File: src/positional_list_engine_defines.svh
// Assertion macros used by the positional list engine RTL.
`ifndef POSITIONAL_LIST_ENGINE_DEFINES_SVH
`define POSITIONAL_LIST_ENGINE_DEFINES_SVH

// Check a property on every clock edge outside reset.
`define PLE_ASSERT(lbl, prop, msg) \
    lbl: assert property (@(posedge i_clk) disable iff (!i_rst_n) (prop)) else $error(msg);

// Check a property on every clock edge, reset included.
`define PLE_ASSERT_ALWAYS(lbl, prop, msg) \
    lbl: assert property (@(posedge i_clk) (prop)) else $error(msg);

`endif

File: src/ple_pkg.sv
// Types and codes for the positional list engine.
`default_nettype none
package ple_pkg;

    typedef enum logic [1:0] {
        OP_INSERT = 2'd0,
        OP_DELETE = 2'd1,
        OP_FIND   = 2'd2,
        OP_READ   = 2'd3
    } t_op;

    typedef enum logic [1:0] {
        ST_OK       = 2'd0,
        ST_FULL     = 2'd1,
        ST_BADPOS   = 2'd2,
        ST_NOTFOUND = 2'd3
    } t_status;

    typedef enum logic [1:0] {
        S_IDLE  = 2'd0,
        S_SCAN  = 2'd1,
        S_FINAL = 2'd2,
        S_DONE  = 2'd3
    } t_state;

    typedef struct packed {
        t_op                func;
        logic [7:0]         position;
        logic signed [31:0] item_value;
    } t_req;

    typedef struct packed {
        t_status            status;
        logic [7:0]         found_position;
        logic signed [31:0] read_value;
        logic [7:0]         entry_count;
    } t_rsp;

endpackage
`default_nettype wire

File: src/ple_ram.sv
// Generic single-write, single-read RAM with registered read data.
`default_nettype none
module ple_ram #(
    parameter int WIDTH = 32,
    parameter int DEPTH = 128
) (
    input  wire logic                     i_clk,
    input  wire logic                     i_we,
    input  wire logic [$clog2(DEPTH)-1:0] i_waddr,
    input  wire logic [WIDTH-1:0]         i_wdata,
    input  wire logic                     i_re,
    input  wire logic [$clog2(DEPTH)-1:0] i_raddr,
    output logic      [WIDTH-1:0]         o_rdata
);

    logic [WIDTH-1:0] r_mem [DEPTH];
    logic [WIDTH-1:0] r_rdata;

    // Write and read ports, read data is registered and lands in the cycle after the read
    always_ff @(posedge i_clk) begin
        if (i_we) begin
            r_mem[i_waddr] <= i_wdata;
        end
        if (i_re) begin
            r_rdata <= r_mem[i_raddr];
        end
    end

    assign o_rdata = r_rdata;

endmodule
`default_nettype wire

File: src/positional_list_engine.sv
// Positional list engine: one ordered list in a RAM, walked one entry per cycle.
// Requests walk the list in S_SCAN, streaming reads and writing entries back;
// insert then writes the new value in S_FINAL. Busy stays high through the strobe cycle.
// Synchronous active-low reset empties the list; RAM contents are not cleared.
`default_nettype none
`include "positional_list_engine_defines.svh"
module positional_list_engine #(
    parameter int CAPACITY = 128
) (
    input  wire logic          i_clk,
    input  wire logic          i_rst_n,
    input  wire logic          start,
    output logic               busy,
    input  wire ple_pkg::t_req i_req,
    output logic               o_done,
    output ple_pkg::t_rsp      o_rsp
);

    localparam int AW = (CAPACITY > 1) ? $clog2(CAPACITY) : 1;
    localparam int CW = $clog2(CAPACITY + 1);
    localparam int PW = ((CW > 8) ? CW : 8) + 1;
    localparam logic [PW-1:0] CAP_X = PW'(CAPACITY);
    localparam logic [PW-1:0] ONE_X = PW'(1);

    ple_pkg::t_state  r_state, n_state;
    ple_pkg::t_op     r_op, n_op;
    ple_pkg::t_status r_status, n_status;
    logic [7:0]       r_pos, n_pos;
    logic [31:0]      r_val, n_val;
    logic [CW-1:0]    r_cnt, n_cnt;
    logic [CW-1:0]    r_left, n_left;
    logic [AW-1:0]    r_idx, n_idx;
    logic             r_pv, n_pv;
    logic [AW-1:0]    r_pa, n_pa;
    logic [7:0]       r_found, n_found;
    logic [31:0]      r_rd, n_rd;

    logic             ram_we, ram_re;
    logic [AW-1:0]    ram_waddr, ram_raddr;
    logic [31:0]      ram_wdata, ram_rdata;

    logic [PW-1:0]    pos_x, cnt_x, rpos_x, fidx_x;

    assign pos_x  = PW'(i_req.position);
    assign cnt_x  = PW'(r_cnt);
    assign rpos_x = PW'(r_pos);
    assign fidx_x = PW'(r_pa) + ONE_X;

    ple_ram #(
        .WIDTH (32),
        .DEPTH (CAPACITY)
    ) u_ram (
        .i_clk   (i_clk),
        .i_we    (ram_we),
        .i_waddr (ram_waddr),
        .i_wdata (ram_wdata),
        .i_re    (ram_re),
        .i_raddr (ram_raddr),
        .o_rdata (ram_rdata)
    );

    // Hold control state
    always_ff @(posedge i_clk) begin
        if (!i_rst_n) begin
            r_state <= ple_pkg::S_IDLE;
            r_cnt   <= '0;
            r_left  <= '0;
            r_pv    <= 1'b0;
        end else begin
            r_state <= n_state;
            r_cnt   <= n_cnt;
            r_left  <= n_left;
            r_pv    <= n_pv;
        end
    end

    // Hold the item and result payload
    always_ff @(posedge i_clk) begin
        r_op     <= n_op;
        r_status <= n_status;
        r_pos    <= n_pos;
        r_val    <= n_val;
        r_idx    <= n_idx;
        r_pa     <= n_pa;
        r_found  <= n_found;
        r_rd     <= n_rd;
    end

    // Sequence the list walk: decode, stream reads, write back, report
    always_comb begin
        n_state   = r_state;
        n_op      = r_op;
        n_status  = r_status;
        n_pos     = r_pos;
        n_val     = r_val;
        n_cnt     = r_cnt;
        n_left    = r_left;
        n_idx     = r_idx;
        n_pv      = 1'b0;
        n_pa      = r_idx;
        n_found   = r_found;
        n_rd      = r_rd;
        ram_we    = 1'b0;
        ram_waddr = '0;
        ram_wdata = '0;
        ram_re    = 1'b0;
        ram_raddr = r_idx;

        unique case (r_state)
            ple_pkg::S_IDLE: begin
                if (start) begin
                    n_op     = i_req.func;
                    n_pos    = i_req.position;
                    n_val    = 32'(i_req.item_value);
                    n_status = ple_pkg::ST_OK;
                    n_found  = '0;
                    n_rd     = '0;
                    n_left   = '0;
                    n_state  = ple_pkg::S_DONE;
                    unique case (i_req.func)
                        ple_pkg::OP_INSERT: begin
                            priority if (cnt_x >= CAP_X) begin
                                n_status = ple_pkg::ST_FULL;
                            end else if (pos_x == '0 || pos_x > cnt_x + ONE_X) begin
                                n_status = ple_pkg::ST_BADPOS;
                            end else begin
                                n_idx   = AW'(cnt_x - ONE_X);
                                n_left  = CW'(cnt_x - pos_x + ONE_X);
                                n_cnt   = CW'(cnt_x + ONE_X);
                                n_state = (pos_x == cnt_x + ONE_X) ? ple_pkg::S_FINAL
                                                                   : ple_pkg::S_SCAN;
                            end
                        end
                        ple_pkg::OP_DELETE: begin
                            if (pos_x == '0 || pos_x > cnt_x) begin
                                n_status = ple_pkg::ST_BADPOS;
                            end else begin
                                n_idx  = AW'(pos_x);
                                n_left = CW'(cnt_x - pos_x);
                                n_cnt  = CW'(cnt_x - ONE_X);
                                if (pos_x != cnt_x) begin
                                    n_state = ple_pkg::S_SCAN;
                                end
                            end
                        end
                        ple_pkg::OP_FIND: begin
                            n_idx    = '0;
                            n_left   = r_cnt;
                            n_status = ple_pkg::ST_NOTFOUND;
                            if (r_cnt != '0) begin
                                n_state = ple_pkg::S_SCAN;
                            end
                        end
                        ple_pkg::OP_READ: begin
                            if (pos_x == '0 || pos_x > cnt_x) begin
                                n_status = ple_pkg::ST_BADPOS;
                            end else begin
                                n_idx   = AW'(pos_x - ONE_X);
                                n_left  = CW'(1);
                                n_state = ple_pkg::S_SCAN;
                            end
                        end
                    endcase
                end
            end

            ple_pkg::S_SCAN: begin
                // issue the next read while entries remain
                if (r_left != '0) begin
                    ram_re = 1'b1;
                    n_pv   = 1'b1;
                    n_pa   = r_idx;
                    n_left = r_left - CW'(1);
                    n_idx  = (r_op == ple_pkg::OP_INSERT) ? r_idx - AW'(1)
                                                          : r_idx + AW'(1);
                end
                // consume the entry read last cycle
                if (r_pv) begin
                    unique case (r_op)
                        ple_pkg::OP_INSERT: begin
                            ram_we    = 1'b1;
                            ram_waddr = r_pa + AW'(1);
                            ram_wdata = ram_rdata;
                        end
                        ple_pkg::OP_DELETE: begin
                            ram_we    = 1'b1;
                            ram_waddr = r_pa - AW'(1);
                            ram_wdata = ram_rdata;
                        end
                        ple_pkg::OP_FIND: begin
                            if (ram_rdata == r_val) begin
                                n_found  = fidx_x[7:0];
                                n_status = ple_pkg::ST_OK;
                            end
                        end
                        ple_pkg::OP_READ: begin
                            n_rd = ram_rdata;
                        end
                    endcase
                end
                if (r_left == '0) begin
                    n_state = (r_op == ple_pkg::OP_INSERT) ? ple_pkg::S_FINAL
                                                           : ple_pkg::S_DONE;
                end
            end

            ple_pkg::S_FINAL: begin
                // drop the new value into the opened slot
                ram_we    = 1'b1;
                ram_waddr = AW'(rpos_x - ONE_X);
                ram_wdata = r_val;
                n_state   = ple_pkg::S_DONE;
            end

            ple_pkg::S_DONE: begin
                n_state = ple_pkg::S_IDLE;
            end
        endcase
    end

    assign busy                 = (r_state != ple_pkg::S_IDLE);
    assign o_done               = (r_state == ple_pkg::S_DONE);
    assign o_rsp.status         = r_status;
    assign o_rsp.found_position = r_found;
    assign o_rsp.read_value     = $signed(r_rd);
    assign o_rsp.entry_count    = cnt_x[7:0];

    `PLE_ASSERT(a_cnt_in_range, cnt_x <= CAP_X, "entry count beyond capacity")
    `PLE_ASSERT(a_done_pulse, o_done |=> !o_done, "done strobe longer than one cycle")
    `PLE_ASSERT(a_no_rw_clash, (ram_we && ram_re) |-> (ram_waddr != ram_raddr), "read and write hit one entry")
    `PLE_ASSERT(a_drain_pending, (r_state == ple_pkg::S_SCAN && r_left == '0) |-> r_pv, "scan ended without a pending read")
    `PLE_ASSERT(a_start_taken, (start && !busy) |=> (busy || !o_done), "item accepted but strobe without busy")

endmodule
`default_nettype wire

File: config.mk
export PLATFORM = sky130hd
export DESIGN_NAME = positional_list_engine
export DESIGN_NICKNAME = d
export VERILOG_FILES = /design/src/ple_pkg.sv /design/src/ple_ram.sv /design/src/positional_list_engine.sv
export VERILOG_INCLUDE_DIRS = /design/src /design/src/src
export SDC_FILE = /design/constraint.sdc
export NUM_CORES = 2
export LEC_CHECK = 0
export BUFFER_PORTS_ARGS = -buffer_cell sky130_fd_sc_hd__buf_2
export CAP_MARGIN = 20
export CORE_MARGIN = 1
export CORE_UTILIZATION = 30
export CTS_BUF_LIST = sky130_fd_sc_hd__clkbuf_4
export DETAILED_ROUTE_END_ITERATION = 6
export GPL_TIMING_DRIVEN = 0
export SKIP_LAST_GASP = 1
export SYNTH_ARGS = -nofsm -noshare
export SYNTH_HDL_FRONTEND = slang
export SYNTH_HIERARCHICAL = 1
export SYNTH_SLANG_ARGS = --single-unit
File: constraint.sdc
create_clock -name i_clk -period 6.75 [get_ports i_clk]
set_input_delay 1.35 -clock i_clk [delete_from_list [all_inputs] [get_ports i_clk]]
set_output_delay 1.35 -clock i_clk [all_outputs]
set_load 0.03 [all_outputs]
==> impl_metrics.py <==
metrics = {
    "global_route": {
        "antenna_found_initial": 64,
        "grt_use_total_pct": 16.4,
        "grt_max_degree": 51,
        "grt_pass1_wl_mm": 634,
        "grt.overflow.total": 0,
        "grt_pass1_vias": 85700,
    },
    "clock_tree": {
        "root_buffer": "clkbuf_4",
        "cts.sinks": 4244,
        "clkSlewWorstSetupHoldPaths_ns": 0.07,
        "post_cts_buffers": 0,
        "numCtsBuffers": 1111,
        "clockBufferDepth": 5,
        "cts_tree": "yes",
        "h-tree-depth": 7,
        "clkLatencyLatePin_ns": 1.67,
    },
    "floorplan": {
        "die_h_um": 741,
        "design.core.area_mm2": 0.544,
        "fp.dieW_um": 741,
        "rows": 271,
        "die_area_mm2": 0.549,
        "ios": 97,
        "initial_utilization_pct": 30.1,
    },
    "yosys": {
        "synth_seq_cells": 4244,
        "ys_types": 65,
        "postSynthCellCount": 6696,
        "synth_area_mm2": 0.164,
        "syn_area_per_cell_um2": 24.5,
        "synth_ff_type": "edfxtp_1",
        "synth.largest_area_cell": "edfxtp_1",
        "synth_area_leaders": "edfxtp_1 (77%), mux4_2 (18%), clkbuf_1 (0.49%)",
        "synth_edf_count": 4218,
        "synthArstFlopShare_pct": 0,
        "synth.most_common_cell": "edfxtp_1",
        "ys.warnings.count": 6,
        "ys_top_cells_by_count": "edfxtp_1 (4,218), mux4_2 (1,344), clkbuf_1 (212)",
        "yosysTopAreaCellShare_pct": 77.3,
        "synth_nets": 6783,
        "ys_seq_area_share_pct": 77.7,
    },
    "sta": {
        "fin_skew_ns": 0.173,
        "min_period_over_period_pct": 87.8,
        "tightest_slew_ns": 1.25,
        "fmax_mhz": 169,
        "fin_tns_setup_ns": 0,
        "rsz0062_at_grt": "false",
        "final-max-slew-violation-count": 0,
        "hold_viol": 0,
        "min_period_ns": 5.92,
        "relSlewSlack_pct": 16.7,
        "setup_viol": 0,
        "finalWorstSetupSlack_ns": 0.826,
    },
    "finish": {
        "syn2layout_area_growth_pct": 18.4,
        "fillCellCount": 49500,
        "multiInputGateArea_mm2": 0.0362,
        "final_nets": 8329,
        "layout-drive-gt1-share_pct": 40.8,
        "ff_latch_area_mm2": 0.127,
    },
    "routing": {
        "wl_met2_mm": 219,
        "post-route-drc-count": 0,
        "drt_iter0_drc": 10400,
        "dr.pass1.iters": 6,
        "wl_per_cell_um": 28.2,
        "routed_wl_mm": 456,
        "ant_nets": 1,
        "vias": 82200,
        "wl_met3_mm": 52.7,
        "top_layer_used": "met5",
        "wl_met1_mm": 170,
        "vias_per_cell": 5.08,
    },
    "flow_run": {
        "max_cap_viol_count": 0,
    },
    "setup_path": {
        "worstPathArrival_ns": 7.18,
        "regToRegEndpoint": "u_ram/r_mem[45][19]$_DFFE_PP_",
        "critPathKind": "register to register",
        "startpoint_type": "register",
        "worstSetupStartpoint": "r_op[1]$_DFFE_PP_",
        "required_ns": 8.01,
        "rr_startpoint": "r_op[1]$_DFFE_PP_",
        "crit_path_end_kind": "register",
        "path_max_fanout": 17,
        "r2r_slack_ns": 0.83,
        "endpoint": "u_ram/r_mem[45][19]$_DFFE_PP_",
        "reg2reg_depth": 11,
    },
    "place": {
        "io_buffers": 96,
        "gp_congestion": 0.897,
        "hpwl_mm": 319,
        "post-place-ws_ns": 0.680,
    },
    "min_path": {
        "hold-path-cell-count": 1,
        "min_path_type": "input port to register",
    },
    "outcome": {
        "violations": "antenna rules",
        "outcome": "complete, but fails checks",
    },
    "pwr": {
        "ir_drop_v": 0.000208,
        "leakage_nw": 55.5,
        "p_per_area_mw_per_mm2": 365,
        "power_mw": 70.9,
    },
}
routing by layer:
metal	up-vias	global-route usage, %
met5	-	0
met4	10	6.71
met3	616	5.96
met2	4627	26.1
met1	44100	20.3
li1	32800	-
worst min-delay path by stage:
stage                            start                       to
floorplan           r_idx[2]$_DFFE_PP_          r_pa[2]$_DFF_P_
global placement    r_idx[2]$_DFFE_PP_          r_pa[2]$_DFF_P_
detailed placement  r_idx[2]$_DFFE_PP_          r_pa[2]$_DFF_P_
CTS                              start  r_state[0]$_SDFFE_PN0P_
global route                     start  r_state[0]$_SDFFE_PN0P_
finish                       i_req[17]      r_val[17]$_DFFE_PP_
metrics by stage:
step                      util [%]  std cells  hold slack, ns  area, µm²
after global placement        31.8      14000           0.451     173000
after detailed placement      33.1      14300           0.462     180000
after CTS                     35.6      16100          0.0224     194000
after global routing          35.6      16200           0.107     194000
final                         35.6      16200           0.224     194000
after floorplan                  -       6696           0.375     164000
state kept, by name, summed over array words and instances (netlist names):
register / count
r_status: 2
r_idx: 7
r_found: 8
r_pos: 7
r_op: 2
r_val: 32
r_pa: 7
r_pv: 1
r_rd: 32
r_cnt: 8
u_ram/o_rdata: 32
r_left: 8
r_state: 2
u_ram/r_mem: 4096
cell usage in the layout, fill, tap and decap left out, drive strengths merged, types with 32 or more instances in the layout:
cell type | netlist | routed
and2 | 41 | 41
inv | 32 | 55
mux2 | 32 | 32
nor2 | 145 | 145
dlygate4sd3 | 0 | 39
nand3 | 33 | 33
xor2 | 46 | 46
clkbuf | 212 | 1716
a21oi | 43 | 43
mux4 | 1344 | 1344
buf | 139 | 533
nor2b | 49 | 49
clkinv | 0 | 238
xnor2 | 33 | 33
edfxtp | 4218 | 4218
a22oi | 37 | 37
ha | 39 | 39
nand2 | 54 | 54
power breakdown:
part,switching [mW],total (mW),internal (mW)
Sequential,0.434,31.2,30.8
Combinational,11.6,18.9,7.25
Clock,9.93,20.8,10.9
timing repair:
item / in CTS / in global routing
endpoints found under the hold margin: 41 / 0
hold buffers: 39 / 0
gates resized for setup: 0 / 0
cells by family (layout without fill, tap and decap cells):
family / count (synthesis) / after routing / share of synthesized area [%]
xor gates and xnor gates: 79 / 79 / 0.422
buffers and inverters: 383 / 2597 / 0.955
adders and majority gates: 42 / 42 / 0.335
DFF: 4244 / 4244 / 77.7
AOI/OAI and AO/OA: 160 / 160 / 0.665
other: 0 / 31 / 0
muxes: 1380 / 1380 / 18.7
and+or+nand+nor: 408 / 408 / 1.25
area by class of cell:
| cell class | count | area share (%) |
|---|---|---|
| well taps | 7234 | 4.67 |
| repair buffers | 433 | 3.60 |
| plain buffers | 351 | 0.759 |
| diodes | 31 | 0.0400 |
| inverters | 32 | 0.0619 |
| clock buffers | 1504 | 5.82 |
| clock inverters | 277 | 0.783 |
| multi-input cells | 2069 | 18.7 |
| flip-flops and latches | 4244 | 65.6 |
worst max-delay path: stages (launching register included):
cell      delay (ns)
edfxtp_1        0.48
nor2b_1         0.52
ha_1            0.39
xor2_1          0.19
a22oi_1         0.12
nor2b_1         0.17
clkbuf_1        0.73
nor2b_1         0.32
nand3_1         0.62
clkbuf_2        0.78
nor2_4          0.87
buf_16          0.26
No activity file was read; power rests on OpenSTA's default activity.
